<file path="src/hdl/mcsb_pkg.sv">
// mcsb_pkg: shared widths, register codes, reset values and the command type
// for the mean_center_scale_bias block. No dependencies.
package mcsb_pkg;

  localparam int unsigned VECTOR_MAX_DEF = 64;
  localparam int unsigned DATA_W = 16;
  localparam int unsigned LEN_W = 7;
  localparam int unsigned SUM_W = 22;
  localparam int unsigned FRAC_W = 8;
  localparam int unsigned MEAN_W = DATA_W + 1;
  localparam int unsigned DIFF_W = DATA_W + 2;
  localparam int unsigned PROD_W = DIFF_W + DATA_W;
  localparam int unsigned CFG_IDX_W = 2;
  localparam int unsigned QUEUE_DEPTH = 2;

  localparam logic [LEN_W-1:0] VECTOR_LENGTH_RST = 7'd64;
  localparam logic [DATA_W-1:0] SCALE_FACTOR_RST = 16'd256;
  localparam logic [DATA_W-1:0] BIAS_OFFSET_RST = 16'd0;
  localparam logic [DATA_W-1:0] RESULT_MAX = 16'h7fff;
  localparam logic [DATA_W-1:0] RESULT_MIN = 16'h8000;

  typedef enum logic [CFG_IDX_W-1:0] {
    REG_VECTOR_LENGTH = 2'd0,
    REG_SCALE_FACTOR  = 2'd1,
    REG_BIAS_OFFSET   = 2'd2
  } cfg_reg_t;

  // One finished vector handed from the front to the back.
  typedef struct packed {
    logic signed [SUM_W-1:0] sum;
    logic [LEN_W-1:0]        count;
    logic                    bank;
  } cmd_t;

  function automatic int unsigned idx_bits(input int unsigned n);
    return (n > 1) ? $clog2(n) : 1;
  endfunction

endpackage

</file>
<file path="src/hdl/mcsb_if.sv">
// mcsb_sample_if / mcsb_result_if: valid-ready channels of the block.
// Depends on mcsb_pkg for the payload widths.
interface mcsb_sample_if;
  logic                                  valid;
  logic                                  ready;
  logic signed [mcsb_pkg::DATA_W-1:0]    sample;

  modport source (output valid, output sample, input ready);
  modport sink   (input valid, input sample, output ready);
endinterface

interface mcsb_result_if;
  logic                                  valid;
  logic                                  ready;
  logic signed [mcsb_pkg::DATA_W-1:0]    result_value;
  logic                                  last_of_vector;

  modport source (output valid, output result_value, output last_of_vector, input ready);
  modport sink   (input valid, input result_value, input last_of_vector, output ready);
endinterface

</file>
<file path="src/hdl/mean_center_scale_bias.sv">
// mean_center_scale_bias: top level. Holds the configuration registers and
// connects front, command queue, back and the double-banked sample RAM.
// Uses mcsb_pkg, mcsb_sample_if, mcsb_result_if, mcsb_front, mcsb_queue,
// mcsb_back, mcsb_ram.
//
// Usage:
//   samples: one signed Q8.8 item per handshake (valid & ready). Each vector
//   has vector_length items (0 acts as 1, above VECTOR_MAX as VECTOR_MAX).
//   results: one item per stored sample, (sample - mean) * scale >> 8 + bias,
//   saturated, in input order; last_of_vector marks the vector's final item.
//   cfg: cfg_we writes cfg_data to register cfg_index, no read-back.
// Timing:
//   The front takes one sample per cycle while a bank is free. After the
//   last sample of a vector, the back (once idle) computes the mean (one
//   quotient bit per cycle), then issues one read per cycle while the output
//   pipeline advances; results then leave at one result per cycle unless
//   results.ready stalls them. The sample RAM has two banks, so the next
//   vector loads while the back works.
// Reset: clears counters, queue, pipeline and restores register defaults;
//   there is no clearing pass. When results stall, the output pipeline holds;
//   samples keep being taken until both banks hold finished vectors.
module mean_center_scale_bias #(
  parameter int unsigned VECTOR_MAX = mcsb_pkg::VECTOR_MAX_DEF
) (
  input  logic                                clk,
  input  logic                                rst,
  mcsb_sample_if.sink                         samples,
  mcsb_result_if.source                       results,
  input  logic                                cfg_we,
  input  logic [mcsb_pkg::CFG_IDX_W-1:0]      cfg_index,
  input  logic [mcsb_pkg::DATA_W-1:0]         cfg_data
);
  import mcsb_pkg::*;

  localparam int unsigned IDX_W     = idx_bits(VECTOR_MAX);
  localparam int unsigned RAM_DEPTH = 2 ** (IDX_W + 1);

  logic [LEN_W-1:0]         vector_length;
  logic signed [DATA_W-1:0] scale_factor;
  logic signed [DATA_W-1:0] bias_offset;

  logic             q_push;
  cmd_t             q_cmd;
  logic             q_pop;
  cmd_t             q_head;
  logic             q_valid;
  logic             q_full;
  logic             ram_we;
  logic [IDX_W:0]   ram_waddr;
  logic [DATA_W-1:0] ram_wdata;
  logic             ram_re;
  logic [IDX_W:0]   ram_raddr;
  logic [DATA_W-1:0] ram_rdata;

  always_ff @(posedge clk) begin
    if (rst) begin
      vector_length <= VECTOR_LENGTH_RST;
      scale_factor  <= SCALE_FACTOR_RST;
      bias_offset   <= BIAS_OFFSET_RST;
    end else if (cfg_we) begin
      case (cfg_index)
        REG_VECTOR_LENGTH: vector_length <= cfg_data[LEN_W-1:0];
        REG_SCALE_FACTOR:  scale_factor  <= cfg_data;
        REG_BIAS_OFFSET:   bias_offset   <= cfg_data;
        default: ;
      endcase
    end
  end

  mcsb_front #(.VECTOR_MAX(VECTOR_MAX)) u_front (
    .clk           (clk),
    .rst           (rst),
    .samples       (samples),
    .vector_length (vector_length),
    .q_full        (q_full),
    .q_push        (q_push),
    .q_cmd         (q_cmd),
    .ram_we        (ram_we),
    .ram_waddr     (ram_waddr),
    .ram_wdata     (ram_wdata)
  );

  mcsb_queue u_queue (
    .clk        (clk),
    .rst        (rst),
    .push       (q_push),
    .push_cmd   (q_cmd),
    .pop        (q_pop),
    .head       (q_head),
    .head_valid (q_valid),
    .full       (q_full)
  );

  mcsb_ram #(.WIDTH(DATA_W), .DEPTH(RAM_DEPTH)) u_ram (
    .clk   (clk),
    .we    (ram_we),
    .waddr (ram_waddr),
    .wdata (ram_wdata),
    .re    (ram_re),
    .raddr (ram_raddr),
    .rdata (ram_rdata)
  );

  mcsb_back #(.VECTOR_MAX(VECTOR_MAX)) u_back (
    .clk          (clk),
    .rst          (rst),
    .q_valid      (q_valid),
    .q_head       (q_head),
    .q_pop        (q_pop),
    .scale_factor (scale_factor),
    .bias_offset  (bias_offset),
    .ram_re       (ram_re),
    .ram_raddr    (ram_raddr),
    .ram_rdata    (ram_rdata),
    .results      (results)
  );

  a_no_load_when_banks_busy: assert property (@(posedge clk) disable iff (rst)
    q_full |-> !samples.ready)
    else $error("sample taken while both banks hold queued vectors");

  a_pop_needs_entry: assert property (@(posedge clk) disable iff (rst)
    q_pop |-> q_valid)
    else $error("back released a bank with an empty queue");

  a_push_lands: assert property (@(posedge clk) disable iff (rst)
    q_push |=> q_valid)
    else $error("queued vector command lost");

endmodule

</file>
<file path="src/hdl/mcsb_ram.sv">
// mcsb_ram: generic single-write, single-read RAM with registered read data.
// No dependencies.
module mcsb_ram #(
  parameter int unsigned WIDTH = 16,
  parameter int unsigned DEPTH = 128
) (
  input  logic                                          clk,
  input  logic                                          we,
  input  logic [((DEPTH > 1) ? $clog2(DEPTH) : 1)-1:0]  waddr,
  input  logic [WIDTH-1:0]                              wdata,
  input  logic                                          re,
  input  logic [((DEPTH > 1) ? $clog2(DEPTH) : 1)-1:0]  raddr,
  output logic [WIDTH-1:0]                              rdata
);

  logic [WIDTH-1:0] mem [DEPTH];

  always_ff @(posedge clk) begin
    if (we) begin
      mem[waddr] <= wdata;
    end
    if (re) begin
      rdata <= mem[raddr];
    end
  end

endmodule

</file>
<file path="src/hdl/mcsb_queue.sv">
// mcsb_queue: short command queue between front and back. The head stays
// until the back pops it, which also marks its sample bank free. Uses mcsb_pkg.
module mcsb_queue (
  input  logic            clk,
  input  logic            rst,
  input  logic            push,
  input  mcsb_pkg::cmd_t  push_cmd,
  input  logic            pop,
  output mcsb_pkg::cmd_t  head,
  output logic            head_valid,
  output logic            full
);
  import mcsb_pkg::*;

  localparam int unsigned PTR_W = (QUEUE_DEPTH > 1) ? $clog2(QUEUE_DEPTH) : 1;
  localparam int unsigned CNT_W = $clog2(QUEUE_DEPTH + 1);

  cmd_t             entries [QUEUE_DEPTH];
  logic [PTR_W-1:0] wr_ptr;
  logic [PTR_W-1:0] rd_ptr;
  logic [CNT_W-1:0] fill;

  assign head       = entries[rd_ptr];
  assign head_valid = fill != '0;
  assign full       = fill == CNT_W'(QUEUE_DEPTH);

  always_ff @(posedge clk) begin
    if (rst) begin
      wr_ptr <= '0;
      rd_ptr <= '0;
      fill   <= '0;
    end else begin
      if (push) begin
        entries[wr_ptr] <= push_cmd;
        wr_ptr <= (wr_ptr == PTR_W'(QUEUE_DEPTH - 1)) ? '0 : wr_ptr + PTR_W'(1);
      end
      if (pop) begin
        rd_ptr <= (rd_ptr == PTR_W'(QUEUE_DEPTH - 1)) ? '0 : rd_ptr + PTR_W'(1);
      end
      if (push && !pop) begin
        fill <= fill + CNT_W'(1);
      end else if (pop && !push) begin
        fill <= fill - CNT_W'(1);
      end
    end
  end

endmodule

</file>
<file path="src/hdl/mcsb_front.sv">
// mcsb_front: accepts samples, writes them to the current bank and keeps the
// running sum; at vector end it queues a command. Uses mcsb_pkg, mcsb_sample_if.
module mcsb_front #(
  parameter int unsigned VECTOR_MAX = mcsb_pkg::VECTOR_MAX_DEF
) (
  input  logic                                       clk,
  input  logic                                       rst,
  mcsb_sample_if.sink                                samples,
  input  logic [mcsb_pkg::LEN_W-1:0]                 vector_length,
  input  logic                                       q_full,
  output logic                                       q_push,
  output mcsb_pkg::cmd_t                             q_cmd,
  output logic                                       ram_we,
  output logic [mcsb_pkg::idx_bits(VECTOR_MAX):0]    ram_waddr,
  output logic [mcsb_pkg::DATA_W-1:0]                ram_wdata
);
  import mcsb_pkg::*;

  localparam int unsigned IDX_W = idx_bits(VECTOR_MAX);

  logic signed [SUM_W-1:0] running_sum;
  logic signed [SUM_W-1:0] sum_next;
  logic [LEN_W-1:0]        load_count;
  logic [LEN_W-1:0]        count_next;
  logic [LEN_W-1:0]        eff_len;
  logic                    wr_bank;
  logic                    accept;
  logic                    vec_end;

  always_comb begin
    if (vector_length == '0) begin
      eff_len = LEN_W'(1);
    end else if (32'(vector_length) > VECTOR_MAX) begin
      eff_len = LEN_W'(VECTOR_MAX);
    end else begin
      eff_len = vector_length;
    end
  end

  assign samples.ready = !q_full;
  assign accept        = samples.valid && samples.ready;
  assign sum_next      = running_sum + {{(SUM_W-DATA_W){samples.sample[DATA_W-1]}}, samples.sample};
  assign count_next    = load_count + LEN_W'(1);
  assign vec_end       = count_next >= eff_len;

  assign ram_we    = accept;
  assign ram_waddr = {wr_bank, load_count[IDX_W-1:0]};
  assign ram_wdata = samples.sample;

  assign q_push = accept && vec_end;
  assign q_cmd  = '{sum: sum_next, count: count_next, bank: wr_bank};

  always_ff @(posedge clk) begin
    if (rst) begin
      running_sum <= '0;
      load_count  <= '0;
      wr_bank     <= 1'b0;
    end else if (accept) begin
      if (vec_end) begin
        running_sum <= '0;
        load_count  <= '0;
        wr_bank     <= !wr_bank;
      end else begin
        running_sum <= sum_next;
        load_count  <= count_next;
      end
    end
  end

endmodule

</file>
<file path="src/hdl/mcsb_back.sv">
// mcsb_back: per queued vector, divides the sum by the count one quotient bit
// a cycle, then streams the bank through subtract, multiply, shift, add and
// saturate. Uses mcsb_pkg, mcsb_result_if.
module mcsb_back #(
  parameter int unsigned VECTOR_MAX = mcsb_pkg::VECTOR_MAX_DEF
) (
  input  logic                                       clk,
  input  logic                                       rst,
  input  logic                                       q_valid,
  input  mcsb_pkg::cmd_t                             q_head,
  output logic                                       q_pop,
  input  logic signed [mcsb_pkg::DATA_W-1:0]         scale_factor,
  input  logic signed [mcsb_pkg::DATA_W-1:0]         bias_offset,
  output logic                                       ram_re,
  output logic [mcsb_pkg::idx_bits(VECTOR_MAX):0]    ram_raddr,
  input  logic [mcsb_pkg::DATA_W-1:0]                ram_rdata,
  mcsb_result_if.source                              results
);
  import mcsb_pkg::*;

  localparam int unsigned IDX_W  = idx_bits(VECTOR_MAX);
  localparam int unsigned STEP_W = $clog2(SUM_W);
  localparam logic [STEP_W-1:0] DIV_LAST = STEP_W'(SUM_W - 1);

  typedef enum logic [1:0] {IDLE, DIVIDE, EMIT} state_t;

  state_t                   state;
  logic [SUM_W-1:0]         dq;
  logic [LEN_W-1:0]         rem;
  logic                     neg;
  logic [STEP_W-1:0]        step;
  logic signed [MEAN_W-1:0] mean;
  logic [LEN_W-1:0]         rd_idx;

  logic                     s1_valid;
  logic                     s1_last;
  logic signed [MEAN_W-1:0] s1_mean;
  logic                     s2_valid;
  logic                     s2_last;
  logic signed [PROD_W-1:0] s2_prod;
  logic                     out_valid;
  logic [DATA_W-1:0]        out_value;
  logic                     out_last;

  logic                     adv;
  logic                     issue;
  logic                     issue_last;
  logic [SUM_W-1:0]         magnitude;
  logic [LEN_W:0]           rem_sh;
  logic                     q_bit;
  logic [LEN_W:0]           rem_sub;
  logic [LEN_W-1:0]         rem_next;
  logic [SUM_W-1:0]         dq_next;
  logic [MEAN_W-1:0]        quot;
  logic signed [DIFF_W-1:0] diff;
  logic signed [PROD_W-FRAC_W-1:0] shifted;
  logic signed [PROD_W-FRAC_W:0]   biased;
  logic [DATA_W-1:0]        sat_value;

  assign adv        = !out_valid || results.ready;
  assign issue      = (state == EMIT) && adv;
  assign issue_last = (rd_idx + LEN_W'(1)) == q_head.count;
  assign q_pop      = issue && issue_last;
  assign ram_re     = issue;
  assign ram_raddr  = {q_head.bank, rd_idx[IDX_W-1:0]};

  assign magnitude = q_head.sum[SUM_W-1] ? SUM_W'(-q_head.sum) : SUM_W'(q_head.sum);
  assign rem_sh    = {rem, dq[SUM_W-1]};
  assign q_bit     = rem_sh >= {1'b0, q_head.count};
  assign rem_sub   = rem_sh - {1'b0, q_head.count};
  assign rem_next  = q_bit ? rem_sub[LEN_W-1:0] : rem_sh[LEN_W-1:0];
  assign dq_next   = {dq[SUM_W-2:0], q_bit};
  assign quot      = dq_next[MEAN_W-1:0];

  assign diff = {{2{ram_rdata[DATA_W-1]}}, ram_rdata} - {s1_mean[MEAN_W-1], s1_mean};

  // Arithmetic shift of the product floors; then bias and clamp to 16 bits.
  assign shifted = s2_prod[PROD_W-1:FRAC_W];
  assign biased  = {shifted[PROD_W-FRAC_W-1], shifted}
                 + {{(PROD_W-FRAC_W+1-DATA_W){bias_offset[DATA_W-1]}}, bias_offset};

  always_comb begin
    if (!biased[PROD_W-FRAC_W] && (|biased[PROD_W-FRAC_W-1:DATA_W-1])) begin
      sat_value = RESULT_MAX;
    end else if (biased[PROD_W-FRAC_W] && !(&biased[PROD_W-FRAC_W-1:DATA_W-1])) begin
      sat_value = RESULT_MIN;
    end else begin
      sat_value = biased[DATA_W-1:0];
    end
  end

  assign results.valid          = out_valid;
  assign results.result_value   = out_value;
  assign results.last_of_vector = out_last;

  always_ff @(posedge clk) begin
    if (rst) begin
      state     <= IDLE;
      s1_valid  <= 1'b0;
      s2_valid  <= 1'b0;
      out_valid <= 1'b0;
    end else begin
      case (state)
        IDLE: begin
          if (q_valid) begin
            dq    <= magnitude;
            rem   <= '0;
            neg   <= q_head.sum[SUM_W-1];
            step  <= '0;
            state <= DIVIDE;
          end
        end
        DIVIDE: begin
          dq   <= dq_next;
          rem  <= rem_next;
          step <= step + STEP_W'(1);
          if (step == DIV_LAST) begin
            mean   <= neg ? -$signed(quot) : $signed(quot);
            rd_idx <= '0;
            state  <= EMIT;
          end
        end
        EMIT: begin
          if (issue) begin
            rd_idx <= rd_idx + LEN_W'(1);
            if (issue_last) begin
              state <= IDLE;
            end
          end
        end
        default: state <= IDLE;
      endcase

      if (adv) begin
        s1_valid  <= issue;
        s1_last   <= issue_last;
        s1_mean   <= mean;
        s2_valid  <= s1_valid;
        s2_last   <= s1_last;
        s2_prod   <= diff * scale_factor;
        out_valid <= s2_valid;
        out_value <= sat_value;
        out_last  <= s2_last;
      end
    end
  end

endmodule

</file>
<file path="src/flat_wrapper.sv">
// flat-port wrapper written by rule: the top's interface ports become plain ports
module mean_center_scale_bias_flat import mcsb_pkg::*;
#(
  parameter int unsigned VECTOR_MAX = mcsb_pkg::VECTOR_MAX_DEF
)
  (clk, rst, cfg_we, cfg_index, cfg_data, samples_valid, samples_sample, samples_ready, results_valid, results_result_value, results_last_of_vector, results_ready);
  mcsb_sample_if samples_i ();
  mcsb_result_if results_i ();
  input  logic clk;
  input  logic rst;
  input  logic cfg_we;
  input  logic [mcsb_pkg::CFG_IDX_W-1:0] cfg_index;
  input  logic [mcsb_pkg::DATA_W-1:0] cfg_data;
  input wire logic [$bits(samples_i.valid)-1:0] samples_valid;
  input wire logic [$bits(samples_i.sample)-1:0] samples_sample;
  output wire logic [$bits(samples_i.ready)-1:0] samples_ready;
  output wire logic [$bits(results_i.valid)-1:0] results_valid;
  output wire logic [$bits(results_i.result_value)-1:0] results_result_value;
  output wire logic [$bits(results_i.last_of_vector)-1:0] results_last_of_vector;
  input wire logic [$bits(results_i.ready)-1:0] results_ready;
  assign samples_i.valid = samples_valid;
  assign samples_i.sample = samples_sample;
  assign samples_ready = samples_i.ready;
  assign results_valid = results_i.valid;
  assign results_result_value = results_i.result_value;
  assign results_last_of_vector = results_i.last_of_vector;
  assign results_i.ready = results_ready;
  mean_center_scale_bias #(.VECTOR_MAX(VECTOR_MAX)) u_core (.clk(clk), .rst(rst), .samples(samples_i), .results(results_i), .cfg_we(cfg_we), .cfg_index(cfg_index), .cfg_data(cfg_data));
endmodule
</file>
<file path="config.mk">
export PLATFORM = sky130hd
export DESIGN_NAME = mean_center_scale_bias_flat
export DESIGN_NICKNAME = d
export VERILOG_FILES = /design/src/hdl/mcsb_pkg.sv /design/src/hdl/mcsb_if.sv /design/src/hdl/mean_center_scale_bias.sv /design/src/hdl/mcsb_ram.sv /design/src/hdl/mcsb_queue.sv /design/src/hdl/mcsb_front.sv /design/src/hdl/mcsb_back.sv /design/src/flat_wrapper.sv
export SDC_FILE = /design/constraint.sdc
export NUM_CORES = 2
export LEC_CHECK = 0
export BUFFER_PORTS_ARGS = -buffer_cell sky130_fd_sc_hd__buf_2
export CAP_MARGIN = 20
export CORE_UTILIZATION = 45
export DETAILED_ROUTE_END_ITERATION = 16
export PLACE_DENSITY = 0.61
export SETUP_SLACK_MARGIN = 0.4
export SLEW_MARGIN = 10
export SYNTH_ARGS = -nofsm -noshare
export SYNTH_HDL_FRONTEND = slang
export SYNTH_HIERARCHICAL = 1
export SYNTH_SLANG_ARGS = --single-unit
</file>
<file path="constraint.sdc">
create_clock -name clk -period 11.71 [get_ports clk]
set_input_delay 1.171 -clock clk [delete_from_list [all_inputs] [get_ports clk]]
set_output_delay 1.171 -clock clk [all_outputs]
set_load 0.01 [all_outputs]
</file>
==> results.json <==
{
  "dr_total_vias": 53040,
  "syn-instance-count": 5709,
  "synth.distinct_cells": 79,
  "grt_pass1_vias": 54370,
  "dr_wl_met3_mm": 16.78,
  "grt_max_degree": 132,
  "clkTransAtPathRegs_ns": 0.06,
  "vias_per_cell": 5.791,
  "irDropWorstVdd_v": 0.0001420,
  "setup_viol": 0,
  "required_ns": 12.30,
  "grt_antenna_before_repair": 20,
  "finish.instance_area_mm2": 0.1166,
  "synth_warnings": 6,
  "grt_use_total_pct": 22.09,
  "synth_area_per_cell_um2": 18.26,
  "preCtsSetupSlack_ns": 2.392,
  "slew_headroom_pct": 27.83,
  "synthFlopType": "edfxtp_1",
  "dr.first_iter.drc_count": 5557,
  "fmax_mhz": 106.9,
  "start_kind": "flop",
  "wl_per_cell_um": 27.90,
  "synth_area_mm2": 0.1042,
  "clockBufferDepth": 3,
  "crit_type": "reg -> reg",
  "firstDrtPassIters": 6,
  "seq_area_frac_synth_pct": 66.18,
  "route.met2.wl_mm": 123.8,
  "min_path_type": "reg -> reg",
  "drv_cap": 0,
  "cts_setup_buffers": 0,
  "min_period_ns": 9.357,
  "fp.dieH_um": 483.3,
  "clock-sinks": 2324,
  "cp_data_arrival_time_ns": 9.95,
  "nNetsFinal": 6427,
  "io-pin-count": 58,
  "drive_above_1_share_pct": 23.12,
  "grt_pass1_wl_mm": 376.4,
  "synthTopCellsByArea": "edfxtp_1, mux4_2, fa_1",
  "dpl.cell_count": 8715,
  "clk_latency_ns": 0.89,
  "outcome": "complete, no violations",
  "design.core.area_mm2": 0.2301,
  "routed.top_layer": "met4",
  "ant_nets": 0,
  "cts.repair.resized": 0,
  "gr-total-overflow": 0,
  "finClkSkew_ns": 0.08202,
  "hpwl_mm": 154.7,
  "fin_ws_ns": 2.353,
  "io_buffers": 57,
  "syn_to_final_growth_pct": 11.86,
  "place_congestion": 0.8256,
  "dieArea_mm2": 0.2336,
  "async_flop_share_pct": 0,
  "tns_ns": 0,
  "p_per_area_mw_per_mm2": 157.1,
  "leakage_nw": 39.47,
  "wl_met1_mm": 109.3,
  "min_period_over_period_pct": 79.90,
  "cts_made_buffers": 234,
  "cts_tree": "built",
  "synth-seq-cells": 2324,
  "drc": 0,
  "cts_hold_buf": 0,
  "start_util_pct": 45.30,
  "drv_slew": 0,
  "crit_fanout": 15,
  "final_hold_viol_count": 0,
  "endpoint_kind": "flop",
  "row_count": 176,
  "die_x_um": 483.3,
  "layout_commonest_cell": "edfxtp_1",
  "finalNonFillerCells": 9159,
  "drt_wl_total_mm": 255.6,
  "crit_slowest_cell": "fa_1",
  "placed_area_mm2": 0.1089,
  "crit_top_cell": "fa_1",
  "synth-edff-count": 2245,
  "synth.largest_area_cell": "edfxtp_1",
  "syn_nets": 6208,
  "cpPeakStageDelay_ns": 0.54,
  "fill_cells": 18400,
  "final_cell_mix": "edfxtp_1, mux4_2, inv_1, nand2_1, fa_1",
  "tightest_slew_ns": 1.079,
  "htree_num_levels": 4,
  "cts-root-buf": "clkbuf_16",
  "synth_top_area_share_pct": 64.67,
  "rsz0062_at_grt": "false"
}
-- cell type report --
type	count	area, um^2	area share (%)
Sequential cell	2324	69000	59.17
Multi-Input combinational cell	2690	32630	27.98
Clock buffer	304	6264	5.371
Tap cell	3026	3786	3.247
Timing Repair Buffer	273	2057	1.764
Inverter	405	1520	1.304
Clock inverter	129	1344	1.152
Antenna cell	8	20.02	0.01717
-- layer usage --
| layer | GRT usage (%) | vias to the layer above |
|---|---|---|
| met5 | 0 | - |
| met4 | 5.550 | 0 |
| met3 | 3.243 | 293 |
| met2 | 35.70 | 1767 |
| met1 | 31.61 | 28460 |
| li1 | - | 22520 |
-- registers in the layout (all words and copies together), names as in the netlist, 16 cells and up, named ones only --
name / cells
u_core/u_ram/mem: 2048
u_core/bias_offset: 16
u_core/u_front/running_sum: 22
u_core/u_back/mean: 17
u_core/scale_factor: 16
u_core/u_back/s1_mean: 17
u_core/u_back/dq: 22
u_core/u_queue/entries: 60
u_core/u_back/s2_prod: 26
u_core/u_back/results.result_value: 16
u_core/u_ram/rdata: 16
-- Yosys cell counts, drive strengths merged, types with 7 or more instances --
master      n
xor2       60
a31oi       8
nand3      45
xnor2      79
fa        288
dfxtp      79
nor2b      40
nand4      25
inv       405
nor3       31
mux2i      42
or3        17
o21ai      99
and2      151
o211ai      8
nor4        7
buf       131
and3       16
ha        172
edfxtp   2245
a21oi      86
o21a       11
mux2       46
nand2     288
nor3b       8
mux4      672
nor2      233
clkbuf    159
nand2b     73
a2111oi     7
a21o       27
o41ai       7
o31ai      21
a22o       11
a211oi     26
-- cells by family (layout without fill, tap and decap cells) --
group,Yosys count,after routing,share of synthesized area (%)
other,0,8,0
and+or+nand+nor,961,961,4.495
muxes,760,760,15.42
adders and majority gates,461,461,7.605
xor gates and xnor gates,141,141,1.211
AOI/OAI and AO/OA,367,367,2.345
buffers and inverters,695,1111,2.741
DFF,2324,2324,66.18
-- where the power goes --
part	internal (W)	switching [W]	leakage (nW)
Combinational	0.000599	0.00103	14.9
Clock	0.00421	0.00317	3.70
Sequential	0.00926	0.0000504	20.9
Total	0.0141	0.00426	39.5
-- critical path, delay by kind of cell, from the launching register on --
kind / cells / cell delay [ns]
buf+inv: 6 / 0.32
compound gates: 13 / 3.31
xor+xnor: 1 / 0.08
flops: 1 / 0.35
simple gates: 4 / 1.10
fa+ha+maj: 9 / 3.92
-- through the flow --
step	utilization [%]	hold WS, ns	power, W
2_1_floorplan	-	0.4003	0.01062
3_3_place_gp	47.33	0.4097	0.01110
3_5_place_dp	47.34	0.4116	0.01112
4_1_cts	50.65	0.4288	0.01848
5_1_grt	50.67	0.4373	0.01897
6_report	50.68	0.4296	0.01833
-- final timing paths --
check / end / cells after the start / slack [ns] / from
worst max-delay path: u_core/u_back/s2_prod[31] / 33 / 2.35 / u_core/u_ram/rdata[0]
worst min-delay path: u_core/u_back/s1_mean[2] / 0 / 0.43 / u_core/u_back/mean[2]
worst max register to register: u_core/u_back/s2_prod[31] / 33 / 2.35 / u_core/u_ram/rdata[0]
worst min register to register: u_core/u_back/s1_mean[2] / 0 / 0.43 / u_core/u_back/mean[2]
(Power assumes the default switching activity.)
